`config.mk`:
```
export PLATFORM = sky130hd
export DESIGN_NAME = turtle_pose_stepper
export DESIGN_NICKNAME = d
export VERILOG_FILES = /design/src/hdl/tps_pkg.sv /design/src/hdl/turtle_pose_stepper.sv
export SDC_FILE = /design/constraint.sdc
export NUM_CORES = 2
export LEC_CHECK = 0
export ABC_AREA = 1
export BUFFER_PORTS_ARGS = -buffer_cell sky130_fd_sc_hd__clkbuf_2
export CORE_UTILIZATION = 45
export DETAILED_ROUTE_END_ITERATION = 10
export PLACE_DENSITY = 0.69
export SLEW_MARGIN = 20
export SYNTH_ARGS = -nofsm -noshare
export SYNTH_HDL_FRONTEND = slang
export SYNTH_SLANG_ARGS = --single-unit
```
`constraint.sdc`:
```
create_clock -name clk_i -period 19.5 [get_ports clk_i]
set_clock_uncertainty 0.1 [all_clocks]
set_input_delay 2.925 -clock clk_i [delete_from_list [all_inputs] [get_ports clk_i]]
set_output_delay 2.925 -clock clk_i [all_outputs]
set_load 0.01 [all_outputs]
```
`src/hdl/tps_pkg.sv`:
```
// Shared types, constants and tables for the turtle pose stepper.
`timescale 1ns / 1ps

package tps_pkg;

  localparam int unsigned CordicStepsDef = 16;
  localparam int unsigned AngleBitsDef   = 16;

  localparam int unsigned DistW = 20;
  localparam int unsigned TurnW = 16;
  localparam int unsigned HeadW = 16;
  localparam int unsigned PosW  = 24;

  // CORDIC datapath width, Q2.30 with headroom
  localparam int unsigned CordW = 33;
  localparam int unsigned ProdW = DistW + CordW;

  localparam logic signed [CordW-1:0] CordicGain = CordW'(652032874);

  localparam logic signed [PosW-1:0] PosMax = PosW'(8388607);
  localparam logic signed [PosW-1:0] PosMin = PosW'(-8388608);

  typedef enum logic [2:0] {
    ST_IDLE,
    ST_ROT,
    ST_MULX,
    ST_MULY,
    ST_WRITE
  } state_e;

  // atan(2^-i) in units of 2^-32 turn
  function automatic logic [31:0] atan_turn(input logic [4:0] idx);
    logic [31:0] v;
    case (idx)
      5'd0:    v = 32'd536870912;
      5'd1:    v = 32'd316933406;
      5'd2:    v = 32'd167458907;
      5'd3:    v = 32'd85004756;
      5'd4:    v = 32'd42667331;
      5'd5:    v = 32'd21354465;
      5'd6:    v = 32'd10679838;
      5'd7:    v = 32'd5340245;
      5'd8:    v = 32'd2670163;
      5'd9:    v = 32'd1335087;
      5'd10:   v = 32'd667544;
      5'd11:   v = 32'd333772;
      5'd12:   v = 32'd166886;
      5'd13:   v = 32'd83443;
      5'd14:   v = 32'd41721;
      5'd15:   v = 32'd20860;
      5'd16:   v = 32'd10430;
      5'd17:   v = 32'd5215;
      5'd18:   v = 32'd2607;
      5'd19:   v = 32'd1303;
      5'd20:   v = 32'd651;
      5'd21:   v = 32'd325;
      5'd22:   v = 32'd162;
      default: v = 32'd81;
    endcase
    return v;
  endfunction

endpackage

```
`src/hdl/turtle_pose_stepper.sv`:
```
// Turtle pose stepper: pen pose, iterative CORDIC and segment output.
`timescale 1ns / 1ps

// Keeps a pen position (Q15.8, saturating) and a 16-bit wrapping heading.
// A turn request only adds to the heading and emits nothing; turns can be taken
// back to back while idle. A move request runs a rotation-mode CORDIC on one
// shared add/shift unit, one step per cycle, then uses one shared multiplier
// twice to scale cosine and sine by the distance, and emits one segment.
// A move holds the input stalled from ST_ROT through ST_MULX and ST_MULY to
// ST_WRITE, which also waits while the previous segment is still held in
// the output register. The segment stays in that register until taken, so
// the next request is accepted while it waits.
module turtle_pose_stepper #(
  parameter int unsigned CORDIC_STEPS = tps_pkg::CordicStepsDef,
  parameter int unsigned ANGLE_BITS   = tps_pkg::AngleBitsDef
) (
  input  logic                              clk_i,
  input  logic                              rst_ni,

  input  logic                              in_valid_i,
  output logic                              in_stall_o,
  input  logic                              operation_i,
  input  logic signed [tps_pkg::DistW-1:0]  distance_i,
  input  logic signed [tps_pkg::TurnW-1:0]  turn_angle_i,

  output logic                              out_valid_o,
  input  logic                              out_stall_i,
  output logic signed [tps_pkg::PosW-1:0]   start_x_o,
  output logic signed [tps_pkg::PosW-1:0]   start_y_o,
  output logic signed [tps_pkg::PosW-1:0]   end_x_o,
  output logic signed [tps_pkg::PosW-1:0]   end_y_o
);
  import tps_pkg::*;

  localparam int unsigned ZW = ANGLE_BITS + 1;
  localparam int unsigned SW = $clog2(CORDIC_STEPS);
  localparam int unsigned DxW = ProdW - 30;

  state_e state_q, state_d;

  logic                     out_valid_q;
  logic                     out_valid_d;
  logic signed [PosW-1:0]   pos_x_q, pos_y_q;
  logic [HeadW-1:0]         heading_q;
  logic signed [DistW-1:0]  dist_q;
  logic signed [CordW-1:0]  x_q, y_q;
  logic signed [ZW-1:0]     z_q;
  logic [1:0]               quad_q;
  logic [SW-1:0]            step_q;
  logic signed [ProdW-1:0]  prod_q;
  logic signed [PosW-1:0]   end_x_q;
  logic signed [PosW-1:0]   start_x_q, start_y_q, out_end_x_q, out_end_y_q;

  logic                     accept;
  logic                     take_move;
  logic                     take_turn;
  logic                     last_step;
  logic                     load_out;

  logic [31:0]              r_ang;
  logic signed [ZW-1:0]     z_init;
  logic [32:0]              ang_sum;
  logic signed [ZW-1:0]     ang_step;
  logic signed [CordW-1:0]  xs, ys;
  logic signed [CordW-1:0]  x_d, y_d;
  logic signed [ZW-1:0]     z_d;
  logic signed [CordW-1:0]  cos_v, sin_v, mul_b;
  logic signed [ProdW-1:0]  prod_d;
  logic signed [PosW-1:0]   sat_res;
  logic signed [PosW-1:0]   sat_base;

  function automatic logic signed [PosW-1:0] sat_move(
    input logic signed [PosW-1:0]  base,
    input logic signed [ProdW-1:0] prod
  );
    logic signed [ProdW-1:0] rnd;
    logic signed [DxW-1:0]   dx;
    logic signed [PosW+1:0]  sum;
    rnd = prod + ProdW'(64'd1 << 29);
    dx  = rnd[ProdW-1:30];
    sum = (PosW+2)'(base) + (PosW+2)'(dx);
    if (sum > (PosW+2)'(PosMax)) begin
      return PosMax;
    end else if (sum < (PosW+2)'(PosMin)) begin
      return PosMin;
    end
    return sum[PosW-1:0];
  endfunction

  assign accept    = in_valid_i && !in_stall_o;
  assign take_move = accept && !operation_i;
  assign take_turn = accept && operation_i;
  assign last_step = (step_q == SW'(CORDIC_STEPS - 1));

  // next state
  always_comb begin
    state_d = state_q;
    unique case (state_q)
      ST_IDLE:  if (take_move) state_d = ST_ROT;
      ST_ROT:   if (last_step) state_d = ST_MULX;
      ST_MULX:  state_d = ST_MULY;
      ST_MULY:  state_d = ST_WRITE;
      ST_WRITE: if (load_out) state_d = ST_IDLE;
      default:  state_d = ST_IDLE;
    endcase
  end

  // sequencer outputs
  always_comb begin
    in_stall_o = 1'b1;
    load_out   = 1'b0;
    unique case (state_q)
      ST_IDLE:  in_stall_o = 1'b0;
      ST_WRITE: load_out   = !(out_valid_q && out_stall_i);
      default:  ;
    endcase
  end

  // quadrant split of the heading
  assign r_ang  = {heading_q, 16'h0000} + 32'h2000_0000;
  assign z_init = $signed({3'b000, r_ang[29:32-ANGLE_BITS]})
                - ZW'(64'd1 << (ANGLE_BITS - 3));

  // shared rotation unit
  assign ang_sum  = {1'b0, atan_turn(5'(step_q))} + 33'(64'd1 << (31 - ANGLE_BITS));
  assign ang_step = ZW'(ang_sum >> (32 - ANGLE_BITS));
  assign xs       = x_q >>> step_q;
  assign ys       = y_q >>> step_q;

  always_comb begin
    if (!z_q[ZW-1]) begin
      x_d = x_q - ys;
      y_d = y_q + xs;
      z_d = z_q - ang_step;
    end else begin
      x_d = x_q + ys;
      y_d = y_q - xs;
      z_d = z_q + ang_step;
    end
  end

  always_comb begin
    case (quad_q)
      2'd0:    begin cos_v = x_q;  sin_v = y_q;  end
      2'd1:    begin cos_v = -y_q; sin_v = x_q;  end
      2'd2:    begin cos_v = -x_q; sin_v = -y_q; end
      default: begin cos_v = y_q;  sin_v = -x_q; end
    endcase
  end

  // shared multiplier
  assign mul_b    = (state_q == ST_MULX) ? cos_v : sin_v;
  assign prod_d   = ProdW'(dist_q) * ProdW'(mul_b);
  assign sat_base = (state_q == ST_MULY) ? pos_x_q : pos_y_q;
  assign sat_res  = sat_move(sat_base, prod_q);

  assign out_valid_d = load_out ? 1'b1 : (out_stall_i ? out_valid_q : 1'b0);

  always_ff @(posedge clk_i or negedge rst_ni) begin
    if (!rst_ni) begin
      state_q     <= ST_IDLE;
      out_valid_q <= 1'b0;
      pos_x_q     <= '0;
      pos_y_q     <= '0;
      heading_q   <= '0;
      step_q      <= '0;
    end else begin
      state_q     <= state_d;
      out_valid_q <= out_valid_d;
      if (take_turn) begin
        heading_q <= heading_q + HeadW'(turn_angle_i);
      end
      if (take_move) begin
        step_q <= '0;
      end else if (state_q == ST_ROT && !last_step) begin
        step_q <= step_q + SW'(1);
      end
      if (load_out) begin
        pos_x_q <= end_x_q;
        pos_y_q <= sat_res;
      end
    end
  end

  always_ff @(posedge clk_i) begin
    if (take_move) begin
      dist_q <= distance_i;
      x_q    <= CordicGain;
      y_q    <= '0;
      z_q    <= z_init;
      quad_q <= r_ang[31:30];
    end else if (state_q == ST_ROT) begin
      x_q <= x_d;
      y_q <= y_d;
      z_q <= z_d;
    end
    if (state_q == ST_MULX || state_q == ST_MULY) begin
      prod_q <= prod_d;
    end
    if (state_q == ST_MULY) begin
      end_x_q <= sat_res;
    end
    if (load_out) begin
      start_x_q   <= pos_x_q;
      start_y_q   <= pos_y_q;
      out_end_x_q <= end_x_q;
      out_end_y_q <= sat_res;
    end
  end

  assign out_valid_o = out_valid_q;
  assign start_x_o   = start_x_q;
  assign start_y_o   = start_y_q;
  assign end_x_o     = out_end_x_q;
  assign end_y_o     = out_end_y_q;

  a_out_from_write: assert property (@(posedge clk_i) disable iff (!rst_ni)
    $rose(out_valid_o) |-> $past(state_q == ST_WRITE))
    else $error("segment raised without a finished move");

  a_pos_hold: assert property (@(posedge clk_i) disable iff (!rst_ni)
    (state_q != ST_WRITE) |=> $stable(pos_x_q) && $stable(pos_y_q))
    else $error("position changed outside segment write");

  a_heading_hold: assert property (@(posedge clk_i) disable iff (!rst_ni)
    !take_turn |=> $stable(heading_q))
    else $error("heading changed without a turn request");

  a_end_matches_pos: assert property (@(posedge clk_i) disable iff (!rst_ni)
    load_out |=> (end_x_o == pos_x_q) && (end_y_o == pos_y_q))
    else $error("segment end differs from new position");

endmodule

```
# Yosys cells after proc, flatten, opt, wreduce, memory -nomap -nowiden
# Memory sizes are Yosys's and may differ from the RTL's.
# Index checks and enable logic that the tools add are counted.
[op_classes]
n_addsub = 15
n_mul = 1
n_div = 0
n_lt_le_gt_ge = 2
n_eq_ne = 11
shift = 2
mux = 24
bitwise_logic = 0
reduce_logical = 14
[ops]
columns = ["operator", "count"]
rows = [
  ["33-bit one-hot mux with 3 select lines", 2],
  ["33-bit 2-to-1 mux", 3],
  ["24-bit 2-to-1 mux", 4],
  ["33-bit adder", 2],
  ["33-bit negator", 2],
  ["33-bit by 4-bit >>> shifter with 33-bit output", 2],
  ["33-bit subtractor", 2],
  ["53-bit by 30-bit adder with 53-bit output (second input constant)", 1],
  ["20-bit by 33-bit multiplier with 53-bit output", 1],
  ["17-bit 2-to-1 mux", 3],
  ["32-bit by 16-bit adder with 33-bit output (second input constant)", 1],
  ["32-bit by 30-bit adder with 32-bit output (second input constant)", 1],
  ["24-bit by 23-bit adder with 25-bit output", 1],
  ["25-bit by 24-bit greater-than comparator with 1-bit output (second input constant)", 1],
  ["25-bit by 24-bit < comparator with 1-bit output (second input constant)", 1],
  ["17-bit adder", 1],
  ["17-bit subtractor", 1],
  ["16-bit adder", 1],
  ["3-bit one-hot mux with 5 select lines", 1],
  ["14-bit by 14-bit subtractor with 15-bit output (second input constant)", 1],
  ["3-bit 2-to-1 mux", 3],
  ["4-bit 2-to-1 mux", 2],
  ["3-bit by 2-bit == test with 1-bit output (second input constant)", 2],
  ["1-bit 2-to-1 mux", 6],
  ["15 further kinds", 24],
]
[word_totals]
regBits = 350
latchBits = 0
mem_bits_rw = 0
rom_bits = 480
inputBits = 41
output_inout_bits = 98
elab_cells = 87
n_memories = 1
[mem_list]
columns = ["memory", "words", "width", "read_ports", "rd_clocked_by_memory_dff", "wr", "line", "text"]
rows = [
  ["(name not given)", 16, 30, 1, 0, 0, "tps_pkg.sv:34", "case (idx)"],
]

# Logic depth before layout (Yosys ltp)
[logic_depth]
ltp_word = 7
ltp_mapped = 43
depth_no_buf = 43

# Worst setup path before layout
# Ideal clock, no wire load.
[synth_path]
kind = "register to register"
startpoint = "register y_q[16]"
endpoint = "register prod_q[51], data pin"
setup_time_ns = 0.252
t_arrival_ns = 7.343
t_required_ns = 19.148
setup_slack_ns = 11.804
path_stages_with_launch = 36
path_buffers = 1
period_less_slack_ns = 7.696
cell_sequence = "dfxtp_1 inv_1 nand2_1 nor3_2 nand2_1 nor4_1 nand3_1 nand2_1 nand3_1 o211ai_1 inv_1 o21ai_0 nand2_1 inv_2 buf_2 nand2_1 fa_1 fa_1 inv_1 fa_1 inv_1 fa_1 inv_1 fa_1 inv_1 fa_1 fa_1 inv_1 ha_1 a21oi_1 o21a_1 nor2_1 a2111oi_0 nand2_1 nand2_1 nand2_1"
[synth_via]
elab_chain_cells = 4
word_cells_on_any_way = 5
classes_between = "add/sub: 1; mul: 1; mux: 3"
[synth_lines]
columns = ["item", "line", "text"]
rows = [
  ["start: declaration", "turtle_pose_stepper.sv:46", "logic signed [CordW-1:0] x_q, y_q;"],
  ["start signal: assignment", "turtle_pose_stepper.sv:194", "y_q <= y_d;"],
  ["33-bit negator", "turtle_pose_stepper.sv:145, turtle_pose_stepper.sv:146", ""],
  ["33-bit one-hot mux with 3 select lines", "turtle_pose_stepper.sv:143", "case (quad_q)"],
  ["33-bit 2-to-1 mux *", "turtle_pose_stepper.sv:152", "assign mul_b = (state_q == ST_MULX) ? cos_v : sin_v;"],
  ["20-bit by 33-bit multiplier with 53-bit output *", "turtle_pose_stepper.sv:153", "assign prod_d = ProdW'(dist_q) * ProdW'(mul_b);"],
  ["named net prod_d[51]", "turtle_pose_stepper.sv:68", "logic signed [ProdW-1:0] prod_d;"],
  ["end signal: assignment", "turtle_pose_stepper.sv:198", "prod_q <= prod_d;"],
  ["end: declaration", "turtle_pose_stepper.sv:50", "logic signed [ProdW-1:0] prod_q;"],
]
# The timed path passes the listed nets; every way through them passes the cells marked *.
# A chain may end at the register's enable or synchronous reset.

# Worst setup path in the final report
[layout_path]
startpoint = "register quad_q[1]"
endpoint = "register prod_q[42], data pin"
[layout_via]
elab_chain_cells = 4
word_cells_on_any_way = 7
classes_between = "mul: 1; eq/ne: 2; mux: 3; reduce/logical: 1"
[layout_lines]
columns = ["item", "line", "text"]
rows = [
  ["start: declaration", "turtle_pose_stepper.sv:48", "logic [1:0] quad_q;"],
  ["start signal: assignment", "turtle_pose_stepper.sv:191", "quad_q <= r_ang[31:30];"],
  ["2-bit == test (tied with other cells)", "turtle_pose_stepper.sv:143", ""],
  ["33-bit one-hot mux with 3 select lines", "turtle_pose_stepper.sv:143", ""],
  ["33-bit 2-to-1 mux *", "turtle_pose_stepper.sv:152", ""],
  ["20-bit by 33-bit multiplier with 53-bit output *", "turtle_pose_stepper.sv:153", ""],
  ["named net prod_d[42]", "turtle_pose_stepper.sv:68", ""],
]
# Marks and branches as above.

==> out/qor.txt <==
Total grt overflow -> 0
Post-Syn Area -> 0.04930 mm2
Drt initial violations -> 4406
GR Util All Layers -> 0.2924
Synth Warn # -> 0
Setup CP Type -> flop to flop
Slew Limit Fails -> 0
Clock latency on the worst-skew pair -> 630 ps
Pin count of the biggest net entering global routing -> 85
CTS resizes -> 0
CTS root buffer -> clkbuf_16
Unrepaired setup endpoints after global routing -> false
Drt first pass iters -> 6
TNS Setup -> 0 ps
Max Root-Sink Buffers -> 3
Post-DRT Antenna Nets -> 0
Tmin final -> 9845 ps
Arrival time worst endpoint -> 10090 ps
CP Data Required Time -> 19740 ps
NumNets Final -> 7510
Async set or reset register ratio after synthesis -> 0.2243
DR DRC count -> 0
Gp weighted congestion -> 1.046
Clock slew at reported path FFs -> 60 ps
Total number of vias -> 44.55k
Die width -> 333.0 um
Commonest non-fill, non-tap cell in the layout -> nand2_1
Routed length per instance -> 20.32 um
Sequential element share of the synthesized area -> 0.1748
Synth cell types -> 70
H-tree depth -> 2
Critical Path Start Type -> flop
First-pass GRT wire length -> 252.3 mm
Layout cell share with drive strength beyond 1 -> 0.06093
Critical-path maximum fanout -> 29
Vias in the first global route -> 44.24k
Fill cells -> 10.72k
Setup Viol. Count Final -> 0
Syn Nets -> 7526
Initial antenna violation count -> 1
Input/output buffers -> 138
Ant diodes -> 0
Syn avg cell area -> 7.509 um2
Gate Count Post-Synth -> 6565
Top_reg_cell synth -> edfxtp_1
Seq cells post-synth -> 321
EDFF count, synth -> 183
CTS buffer count -> 40
Fmax -> 101.6 MHz
Core Area -> 0.1087 mm2
Top-Level Pins -> 139
Type of element capturing the critical path -> flop
Commonest cells after routing, fill and taps aside -> nand2_1 (1408), inv_1 (1219), fa_1 (658), nor2_1 (608), nand3_1 (441)
Slowest Stage Delay on Critical Path -> 880 ps
Die area -> 0.1109 mm2
Max cap viols -> 0
HPWL after detailed placement -> 127.6 mm
Hold Buf Count CTS -> 0
Final-report hold violation count -> 0
Final Cycle Share -> 0.5049
Row cnt -> 121
Slew Limit Headroom -> 0.2191
WL final -> 162.5 mm
Reg-to-reg setup timing slack -> 9660 ps
Post-CTS Setup Bufs -> 0
Slowest cell on the critical path -> edfxtp_1
Syn-to-layout area delta -> 6.431%
Worst-margin pin slew -> 1170 ps
Hold Path Class -> flop to flop
Die H -> 333.0 um
Post-DR vias/cell -> 5.573
Outcome -> completed
Initial Util -> 0.4535
CTS tree -> done
Clk sinks -> 321
## synth_stat cells (all sizes together), types with 66 or more instances
cell type  instances  share of area
a21oi            351          0.036
buf              100          0.011
clkbuf           152          0.012
dfrtp             72          0.037
dfxtp             66          0.027
edfxtp           183           0.11
fa               658           0.27
ha               262          0.066
inv             1245          0.095
nand2           1426           0.11
nand3            448          0.046
nor2             649          0.052
o21ai            347          0.036
xnor2             66          0.012
xor2             153          0.027
## path summary, 6_finish.rpt
check | end | from | cells past startpoint
min in group asynchronous | heading_q[1]$_DFFE_PN0P_ | rst_ni | 1
setup reg to reg | prod_q[42]$_DFFE_PP_ | quad_q[1]$_DFFE_PP_ | 31
max in group asynchronous | pos_y_q[5]$_DFFE_PN0P_ | rst_ni | 2
hold / removal | start_x_o[2]$_DFFE_PP_ | pos_x_q[2]$_DFFE_PN0P_ | 0
setup / recovery | prod_q[42]$_DFFE_PP_ | quad_q[1]$_DFFE_PP_ | 31
hold reg to reg | start_x_o[2]$_DFFE_PP_ | pos_x_q[2]$_DFFE_PN0P_ | 0
## worst max-delay path, delay by kind of cell (launching register included)
kind | cells | cell delay, ps
AO/OA/AOI/OAI | 5 | 670
flip-flops | 1 | 880
AND/OR/NAND/NOR | 12 | 2150
buffers and inverters | 6 | 1860
adder cells (fa/ha/maj) | 8 | 3900
## layout make-up
class | instances | area [um2] | share of cell area
clock buffer | 49 | 1087 | 0.02072
clock inverter | 25 | 287.8 | 0.005485
inverter | 1261 | 4740 | 0.09033
multi-input combinational | 4731 | 34840 | 0.6641
sequential | 321 | 8626 | 0.1644
tap | 1414 | 1769 | 0.03372
timing repair buffer | 194 | 1114 | 0.02122
## sequential cells by signal, indices dropped and copies added, names as in the netlist
signal and count:
x_q 33, y_q 33, end_x_o 24, end_x_q 24
end_y_o 24, pos_x_q 24, pos_y_q 24, prod_q 24
start_x_o 24, start_y_o 24, dist_q 20, z_q 17
heading_q 16, step_q 4, state_q 3, quad_q 2
out_valid_o 1
## kinds of logic (layout without fill, tap and decap cells)
logic type / after synthesis / in the layout / synth area share
buffers and inverters: 1513 / 1529 / 0.1187
AOI/OAI and AO/OA: 906 / 906 / 0.1038
and+or+nand+nor: 2686 / 2686 / 0.2298
DFF: 321 / 321 / 0.1748
adders and majority gates: 920 / 920 / 0.3337
xor gates and xnor gates: 219 / 219 / 0.03921
## metrics by stage
stage	cells	cell area (um2)	hold slack [ps]	utilization	worst slack [ps]
global placement	7921	51090	331.1	0.4700	9990
finish	7995	52470	345.3	0.4827	9655
CTS	7995	52460	343.8	0.4826	9949
floorplan	6565	49300	324.9	-	11800
global route	7995	52470	351.0	0.4827	9168
detailed placement	7921	51090	330.7	0.4700	10020
## metal layers
metal  share of wire  global-route usage  vias up
met2            0.44              0.4557     2274
li1                -                   -    20550
met3            0.10             0.07264      445
met1            0.41              0.3856    21280
met5        0.000074                   0        -
met4           0.050              0.1248        2
Power is left out: the tool's default activity adds up to more than one toggle a clock period on the data nets, which glitch-free logic cannot reach.
